<file path="src/rtl/core/hcr_pkg.sv">
// Shared types and codes for the handle table with clock replacement.
package hcr_pkg;

  localparam int ENTRIES_DEF    = 32;
  localparam int COUNT_BITS_DEF = 8;

  // request kinds
  localparam logic [1:0] KIND_OPEN  = 2'd0;
  localparam logic [1:0] KIND_BEGIN = 2'd1;
  localparam logic [1:0] KIND_END   = 2'd2;
  localparam logic [1:0] KIND_CLOSE = 2'd3;

  // result status codes
  localparam logic [1:0] STAT_OK       = 2'd0;
  localparam logic [1:0] STAT_MISMATCH = 2'd1;
  localparam logic [1:0] STAT_NO_VICT  = 2'd2;

  // register address of handle_limit
  localparam logic [1:0] ADDR_LIMIT = 2'd0;

  typedef enum logic [1:0] {
    ENT_EMPTY  = 2'd0,
    ENT_CLOSED = 2'd1,
    ENT_OPEN   = 2'd2
  } ent_t;

  typedef enum logic [2:0] {
    S_IDLE,
    S_EXEC,
    S_SW_RD,
    S_SW_EV,
    S_WR_CUR,
    S_OUT
  } fsm_t;

  typedef struct packed {
    logic [1:0] kind;
    logic [4:0] entry_index;
    logic [3:0] open_mode;
    logic       pinned_flag;
  } req_t;

  typedef struct packed {
    logic [1:0] status;
    logic       evicted_valid;
    logic [4:0] evicted_index;
    logic [5:0] open_total;
  } rsp_t;

endpackage

</file>
<file path="src/rtl/core/handle_clock_replacement_top.sv">
// Top level: handle table with clock (second-chance) replacement.
//
// Each request reads its table entry from a single-port synchronous memory, updates it and
// writes it back; a request that needs no sweep goes from the execute state to the output
// state, which loads the result register once that register is free. Begin access on a
// closed entry with the table at its limit runs the clock sweep through the same memory
// port, each entry visited taking a read state and then an evaluate and write-back state,
// for up to two turns of the table, then a state to write the requested entry. Per-entry
// valid bits make the table read as empty after reset, so no clearing pass is needed. One
// request is in flight at a time; a new one is accepted while the previous result still
// waits in the output register.
module handle_clock_replacement_top #(
  parameter int ENTRIES    = hcr_pkg::ENTRIES_DEF,
  parameter int COUNT_BITS = hcr_pkg::COUNT_BITS_DEF
) (
  input  logic          clk,
  input  logic          rst,
  input  logic          in_valid,
  output logic          in_ready,
  input  hcr_pkg::req_t in_data,
  output logic          out_valid,
  input  logic          out_ready,
  output hcr_pkg::rsp_t out_data,
  input  logic          psel,
  input  logic          penable,
  input  logic          pwrite,
  input  logic [1:0]    paddr,
  input  logic [31:0]   pwdata,
  output logic [31:0]   prdata,
  output logic          pready
);
  import hcr_pkg::*;

  localparam int IDX_W = (ENTRIES > 1) ? $clog2(ENTRIES) : 1;
  localparam int CNT_W = $clog2(ENTRIES + 1);
  localparam int SW_W  = $clog2(2 * ENTRIES + 1);
  localparam logic [COUNT_BITS-1:0] CMAX = {COUNT_BITS{1'b1}};

  typedef struct packed {
    ent_t                  st;
    logic [COUNT_BITS-1:0] refs;
    logic [COUNT_BITS-1:0] act;
    logic                  used;
    logic                  pin;
    logic [3:0]            mode;
  } rec_t;

  // table memory and per-entry valid bits
  rec_t               mem [ENTRIES];
  logic [ENTRIES-1:0] vld;
  rec_t               rd_q;
  logic               vld_q;

  logic            re, we;
  logic [IDX_W-1:0] ra, wa;
  rec_t            wd;

  fsm_t             state, state_next;
  req_t             req, req_next;
  rec_t             cur, cur_next;
  logic [IDX_W-1:0] hand, hand_next;
  logic [IDX_W-1:0] h, h_next;
  logic [SW_W-1:0]  steps, steps_next;
  logic [CNT_W-1:0] cnt, cnt_next;
  logic [5:0]       limit;
  logic [1:0]       res_st, res_st_next;
  logic             res_ev, res_ev_next;
  logic [IDX_W-1:0] res_ei, res_ei_next;
  logic             out_valid_next;
  rsp_t             out_data_next;

  rec_t             eff, nr;
  logic [IDX_W-1:0] addr, h_inc;
  logic             in_range, at_limit;
  logic [31:0]      ei_wide;

  // config port
  assign pready = 1'b1;
  assign prdata = {26'b0, limit};

  always_ff @(posedge clk) begin
    if (rst) begin
      limit <= '0;
    end else if (psel && penable && pwrite && paddr == ADDR_LIMIT) begin
      limit <= pwdata[5:0];
    end
  end

  // table memory
  always_ff @(posedge clk) begin
    if (we) begin
      mem[wa] <= wd;
    end
    if (re) begin
      rd_q <= mem[ra];
    end
  end

  always_ff @(posedge clk) begin
    if (rst) begin
      vld   <= '0;
      vld_q <= 1'b0;
    end else begin
      if (we) begin
        vld[wa] <= 1'b1;
      end
      if (re) begin
        vld_q <= vld[ra];
      end
    end
  end

  assign eff      = vld_q ? rd_q : '0;
  assign addr     = IDX_W'(req.entry_index);
  assign in_range = 32'(req.entry_index) < ENTRIES;
  assign at_limit = 32'(cnt) >= 32'(limit);
  assign h_inc    = (32'(h) == ENTRIES - 1) ? '0 : h + 1'b1;
  assign ei_wide  = 32'(res_ei);
  assign in_ready = (state == S_IDLE);

  always_ff @(posedge clk) begin
    if (rst) begin
      state     <= S_IDLE;
      hand      <= '0;
      cnt       <= '0;
      out_valid <= 1'b0;
    end else begin
      state     <= state_next;
      hand      <= hand_next;
      cnt       <= cnt_next;
      out_valid <= out_valid_next;
    end
    req      <= req_next;
    cur      <= cur_next;
    h        <= h_next;
    steps    <= steps_next;
    res_st   <= res_st_next;
    res_ev   <= res_ev_next;
    res_ei   <= res_ei_next;
    out_data <= out_data_next;
  end

  always_comb begin
    state_next     = state;
    req_next       = req;
    cur_next       = cur;
    hand_next      = hand;
    h_next         = h;
    steps_next     = steps;
    cnt_next       = cnt;
    res_st_next    = res_st;
    res_ev_next    = res_ev;
    res_ei_next    = res_ei;
    out_valid_next = out_valid && !out_ready;
    out_data_next  = out_data;
    re = 1'b0;
    ra = addr;
    we = 1'b0;
    wa = addr;
    wd = eff;
    nr = eff;

    unique case (state)
      S_IDLE: begin
        if (in_valid) begin
          req_next   = in_data;
          re         = 1'b1;
          ra         = IDX_W'(in_data.entry_index);
          state_next = S_EXEC;
        end
      end

      S_EXEC: begin
        res_st_next = STAT_OK;
        res_ev_next = 1'b0;
        res_ei_next = '0;
        state_next  = S_OUT;
        if (in_range) begin
          unique case (req.kind)
            KIND_OPEN: begin
              if (eff.st == ENT_EMPTY) begin
                nr.st    = ENT_OPEN;
                nr.refs  = COUNT_BITS'(1);
                nr.act   = '0;
                nr.used  = 1'b1;
                nr.pin   = req.pinned_flag;
                nr.mode  = req.open_mode;
                we       = 1'b1;
                cnt_next = cnt + 1'b1;
              end else if (eff.mode != req.open_mode || eff.pin != req.pinned_flag) begin
                res_st_next = STAT_MISMATCH;
              end else if (eff.refs != CMAX) begin
                nr.refs = eff.refs + 1'b1;
                we      = 1'b1;
              end
            end
            KIND_BEGIN: begin
              if (eff.st != ENT_EMPTY && limit != '0) begin
                if (eff.act != CMAX) begin
                  nr.act = eff.act + 1'b1;
                end
                nr.used = 1'b1;
                if (eff.st != ENT_OPEN && at_limit) begin
                  // defer the write until the sweep settles
                  cur_next   = nr;
                  h_next     = hand;
                  steps_next = '0;
                  state_next = S_SW_RD;
                end else begin
                  if (eff.st != ENT_OPEN) begin
                    nr.st    = ENT_OPEN;
                    cnt_next = cnt + 1'b1;
                  end
                  we = 1'b1;
                end
              end
            end
            KIND_END: begin
              if (eff.st != ENT_EMPTY && limit != '0 && eff.act != '0) begin
                nr.act = eff.act - 1'b1;
                we     = 1'b1;
              end
            end
            KIND_CLOSE: begin
              if (eff.st != ENT_EMPTY) begin
                if (eff.refs != '0) begin
                  nr.refs = eff.refs - 1'b1;
                end
                if (nr.refs == '0) begin
                  if (eff.st == ENT_OPEN && cnt != '0) begin
                    cnt_next = cnt - 1'b1;
                  end
                  nr.st   = ENT_EMPTY;
                  nr.act  = '0;
                  nr.used = 1'b0;
                end
                we = 1'b1;
              end
            end
            default: ;
          endcase
        end
        wd = nr;
      end

      S_SW_RD: begin
        re         = 1'b1;
        ra         = h;
        state_next = S_SW_EV;
      end

      S_SW_EV: begin
        wa = h;
        wd = eff;
        if (eff.st == ENT_OPEN && eff.act == '0 && !eff.pin && !eff.used) begin
          // victim found: close it and move the hand past it
          wd.st       = ENT_CLOSED;
          we          = 1'b1;
          if (cnt != '0) begin
            cnt_next = cnt - 1'b1;
          end
          hand_next   = h_inc;
          res_ev_next = 1'b1;
          res_ei_next = h;
          state_next  = S_WR_CUR;
        end else begin
          if (eff.st == ENT_OPEN && eff.act == '0 && !eff.pin) begin
            wd.used = 1'b0;
            we      = 1'b1;
          end
          h_next     = h_inc;
          steps_next = steps + 1'b1;
          if (steps == SW_W'(2 * ENTRIES - 1)) begin
            hand_next   = h_inc;
            res_st_next = STAT_NO_VICT;
            state_next  = S_WR_CUR;
          end else begin
            state_next = S_SW_RD;
          end
        end
      end

      S_WR_CUR: begin
        wd = cur;
        we = 1'b1;
        if (res_st == STAT_OK) begin
          wd.st    = ENT_OPEN;
          cnt_next = cnt + 1'b1;
        end
        state_next = S_OUT;
      end

      S_OUT: begin
        if (!out_valid || out_ready) begin
          out_valid_next              = 1'b1;
          out_data_next.status        = res_st;
          out_data_next.evicted_valid = res_ev;
          out_data_next.evicted_index = ei_wide[4:0];
          out_data_next.open_total    = (32'(cnt) > 63) ? 6'd63 : 6'(cnt);
          state_next                  = S_IDLE;
        end
      end

      default: state_next = S_IDLE;
    endcase
  end

`ifndef NO_ASSERTIONS
  a_cnt_bound: assert property (@(posedge clk) disable iff (rst)
    32'(cnt) <= ENTRIES)
    else $error("open count exceeds table size");

  a_evict_ok: assert property (@(posedge clk) disable iff (rst)
    out_valid && out_data.evicted_valid |-> out_data.status == STAT_OK)
    else $error("eviction reported with failing status");

  a_sweep_bound: assert property (@(posedge clk) disable iff (rst)
    (state == S_SW_RD || state == S_SW_EV) |-> 32'(steps) < 2 * ENTRIES)
    else $error("sweep ran past two turns");

  a_no_write_idle: assert property (@(posedge clk) disable iff (rst)
    (state == S_IDLE || state == S_OUT) |-> !we)
    else $error("table write outside a request");
`endif

endmodule

</file>
<file path="config.mk">
export PLATFORM = sky130hd
export DESIGN_NAME = handle_clock_replacement_top
export DESIGN_NICKNAME = d
export VERILOG_FILES = /design/src/rtl/core/hcr_pkg.sv /design/src/rtl/core/handle_clock_replacement_top.sv
export SDC_FILE = /design/constraint.sdc
export NUM_CORES = 1
export LEC_CHECK = 0
export BUFFER_PORTS_ARGS = -buffer_cell sky130_fd_sc_hd__buf_2
export CORE_MARGIN = 1
export CORE_UTILIZATION = 40
export CTS_CLUSTER_SIZE = 28
export DETAILED_ROUTE_END_ITERATION = 8
export PLACE_DENSITY_LB_ADDON = 0.2
export SYNTH_ARGS = -nofsm -noshare
export SYNTH_HDL_FRONTEND = slang
export SYNTH_SLANG_ARGS = --single-unit
</file>
<file path="constraint.sdc">
create_clock -name clk -period 14.1 [get_ports clk]
set_clock_uncertainty 0.05 [all_clocks]
set_input_delay 2.115 -clock clk [delete_from_list [all_inputs] [get_ports clk]]
set_output_delay 2.115 -clock clk [all_outputs]
set_load 0.03 [all_outputs]
</file>
==> results_dict.tcl <==
set metrics [dict create \
    avgRoutedWirePerCell_um 26.7 \
    worst-path-max-fanout 63 \
    yosys.cell_types.count 88 \
    met1_usage_pct 28.3 \
    clock_sinks 915 \
    max_cap_viol_count 0 \
    fin_ws_ns 7.97 \
    detail-route-antenna-nets 0 \
    dpl_worst_slack_ns 7.40 \
    arrival_ns 6.44 \
    fillerInstances 8002 \
    startpoint_type "primary input" \
    gr-usage-met2_pct 32.6 \
    postSynthCellCount 2165 \
    syn_avg_cell_area_um2 17.5 \
    synth_largest_area_cell "edfxtp_1" \
    weighted_congestion_at_the_end_of_routability_driven_global_placement 0.838 \
    antenna_found_initial 1 \
    dominantRegCellSynth "edfxtp_1" \
    power.ir.vdd_worst_mv 0.0927 \
    synthMuxAreaShare_pct 12.1 \
    clk_pin_slew_ns 0.06 \
    drt_wl_total_um 95300 \
    post_drt_via_cell_ratio 5.83 \
    synth-async-reset-ratio_pct 0 \
    yosys_register_bits 915 \
    largest_family_of_logic_cells_by_synthesized_area "multiplexers" \
    synth.cells.most_frequent "861 x edfxtp_1, 195 x mux4_2, 104 x nand2_1" \
    globalRouteMet3Util_pct 2.84 \
    synth-xor-area-share_pct 0.510 \
    period_needed_ns 6.13 \
    synth_sequential_area_ratio_pct 71.3 \
    syn_to_final_growth_pct 13.2 \
    timing.final.max_slew_violations 0 \
    post_syn_area_um2 37800 \
    layout_worst_path_cycle_share_pct 43.5 \
    initial_core_utilization_pct 40.4 \
    tns_ns 0 \
    grt_pass1_wl_um 140000 \
    top_level_i_o_count 102 \
    area_share_of_and_or_nand_nor_cells_after_synthesis_pct 5.23 \
    run_status "completed" \
    ctsHoldBuffers 0 \
    cts.path.max_buffers 3 \
    grt_pass1_vias 21000 \
    grt.busiest_layer "met2" \
    rsz0062_at_grt "false" \
    power_density_nw_per_um2 158 \
    clk_root_buffer_cell "clkbuf_16" \
    post_cts_buffers 0 \
    drt_pass1_iterations 6 \
    cts_max_level 3 \
    post_synth_main_area_contributors "edfxtp_1 68%, mux4_2 12%, dfxtp_1 2.9%" \
    worst_setup_ep_type "flip-flop" \
    place_hpwl_um 54100 \
    chipWidth_um 309 \
    pin_count_of_the_biggest_net_entering_global_routing 102 \
    clkLatencyLatePin_ns 0.67 \
    hold_path_class "reg2reg" \
    share_of_post_route_cells_with_drive_strength_above_1_pct 22.3 \
    yosys_warnings 0 \
    synth_most_common_cell "edfxtp_1" \
    drc 0 \
    nNetsFinal 2310 \
    number_of_buffers_inserted_during_clock_tree_synthesis 95 \
    cts_resized 0 \
    path_class "in2reg" \
    crit_required_ns 14.41 \
    setup_violations 0 \
    post_synth_fa_ha_maj_area_fraction_pct 0.662 \
    tritoncts_clock_tree "yes" \
    dr.first_iter.drc_count 2330 \
    synth_compound_gate_area_share_pct 7.52 \
    leakagePower_nw 13.7 \
    fmaxAchievable_mhz 163 \
    timing.max_slew.rel_slack_pct 11.5 \
    vias 20800 \
    tightestPinTransition_ns 1.32 \
    die_footprint_um2 95700 \
    final_hold_viol_count 0 \
    post-synth-top-area-fraction_pct 68.4 \
    io_buffers 48 \
    congestion_overflow_gr 0 \
    dieHeight_um 309 \
    fp.coreArea_um2 93500 \
    synth_enable_flop_cells 861 \
    core.rowCount 112 \
    grtUsageTotal_pct 20.1 \
]
## power by group
part	total [W]	internal [W]	switching, W
Combinational	0.00112	0.000396	0.000724
Sequential	0.00320	0.00314	0.0000557
Clock	0.00247	0.00141	0.00105
Total	0.00678	0.00495	0.00183
## worst paths after layout
| path | from | end | slack [ns] | cells past startpoint |
|---|---|---|---|---|
| max | in_valid | rd_q[21]$_DFFE_PP_ | 7.97 | 10 |
| min | res_ei[4]$_SDFFCE_PN0P_ | out_data[10]$_DFFE_PP_ | 0.37 | 0 |
| max reg2reg | state[1]$_SDFFE_PP0P_ | rd_q[21]$_DFFE_PP_ | 8.72 | 9 |
| min reg2reg | res_ei[4]$_SDFFCE_PN0P_ | out_data[10]$_DFFE_PP_ | 0.37 | 0 |
## metrics by stage
step / area [µm²] / total power (W) / hold WS (ns) / util (%) / std cells
2_1_floorplan: 37900 / 0.00399 / 0.350 / - / 2190
3_3_place_gp: 39700 / 0.00435 / 0.354 / 42.5 / 3393
3_5_place_dp: 39700 / 0.00437 / 0.355 / 42.5 / 3393
4_1_cts: 42800 / 0.00683 / 0.368 / 45.8 / 3565
5_1_grt: 42800 / 0.00701 / 0.371 / 45.8 / 3566
6_report: 42800 / 0.00678 / 0.367 / 45.8 / 3567
## sequential cells by signal (all words and copies together), names as in the netlist
name / count
mem: 768
vld: 32
rd_q: 24
cur: 23
out_data: 14
req: 7
steps: 7
cnt: 6
limit: 6
addr: 5
h: 5
hand: 5
res_ei: 5
state: 3
res_st: 2
out_valid: 1
res_ev: 1
vld_q: 1
## area by class of cell
| cell class | count | area (µm²) | area share, % |
|---|---|---|---|
| clock buffers | 119 | 2510 | 5.86 |
| diodes | 1 | 2.50 | 0.00585 |
| well taps | 1254 | 1570 | 3.67 |
| multi-input cells | 1068 | 10300 | 24.2 |
| flip-flops and latches | 915 | 26900 | 62.9 |
| clock inverters | 53 | 554 | 1.30 |
| inverters | 54 | 203 | 0.474 |
| repair buffers | 103 | 673 | 1.57 |
## cells by family after synthesis
logic type,after synthesis
AOI/OAI and AO/OA,389
xor gates and xnor gates,22
adders and majority gates,20
buffers and inverters,207
DFF,915
muxes,211
other,2
and+or+nand+nor,399
## metal layers
layer / up-vias / routed length [µm]
met5: - / 0
met4: 0 / 2160
met3: 132 / 5810
met2: 708 / 46000
met1: 11000 / 41400
li1: 8962 / -
## worst max-delay path: stages
cell and delay [ns]:
buf_2 0.17, nor4b_1 0.16, o21ai_0 0.34, and2_4 0.49, buf_4 0.72, buf_4 0.89
mux4_2 0.41, a22o_1 0.25, nor3_1 0.71, a31oi_1 0.07
## cells in the final DEF, fill, tap and decap left out, drive strengths merged, types with 10 or more instances in the layout
master	count
nand2	104
nand3	34
clkbuf	119
xnor2	14
o21ai	47
nand2b	10
o31ai	15
nand4	23
nor2	94
a31oi	37
ha	20
buf	103
a21oi	52
mux4	195
nor3	42
or3	10
inv	55
a22oi	59
o2bb2ai	19
a22o	53
dfxtp	54
edfxtp	861
mux2i	11
conb	27
clkinv	39
nor4	16
and2	19
o22ai	19
Power figures use the tool's default switching activity.
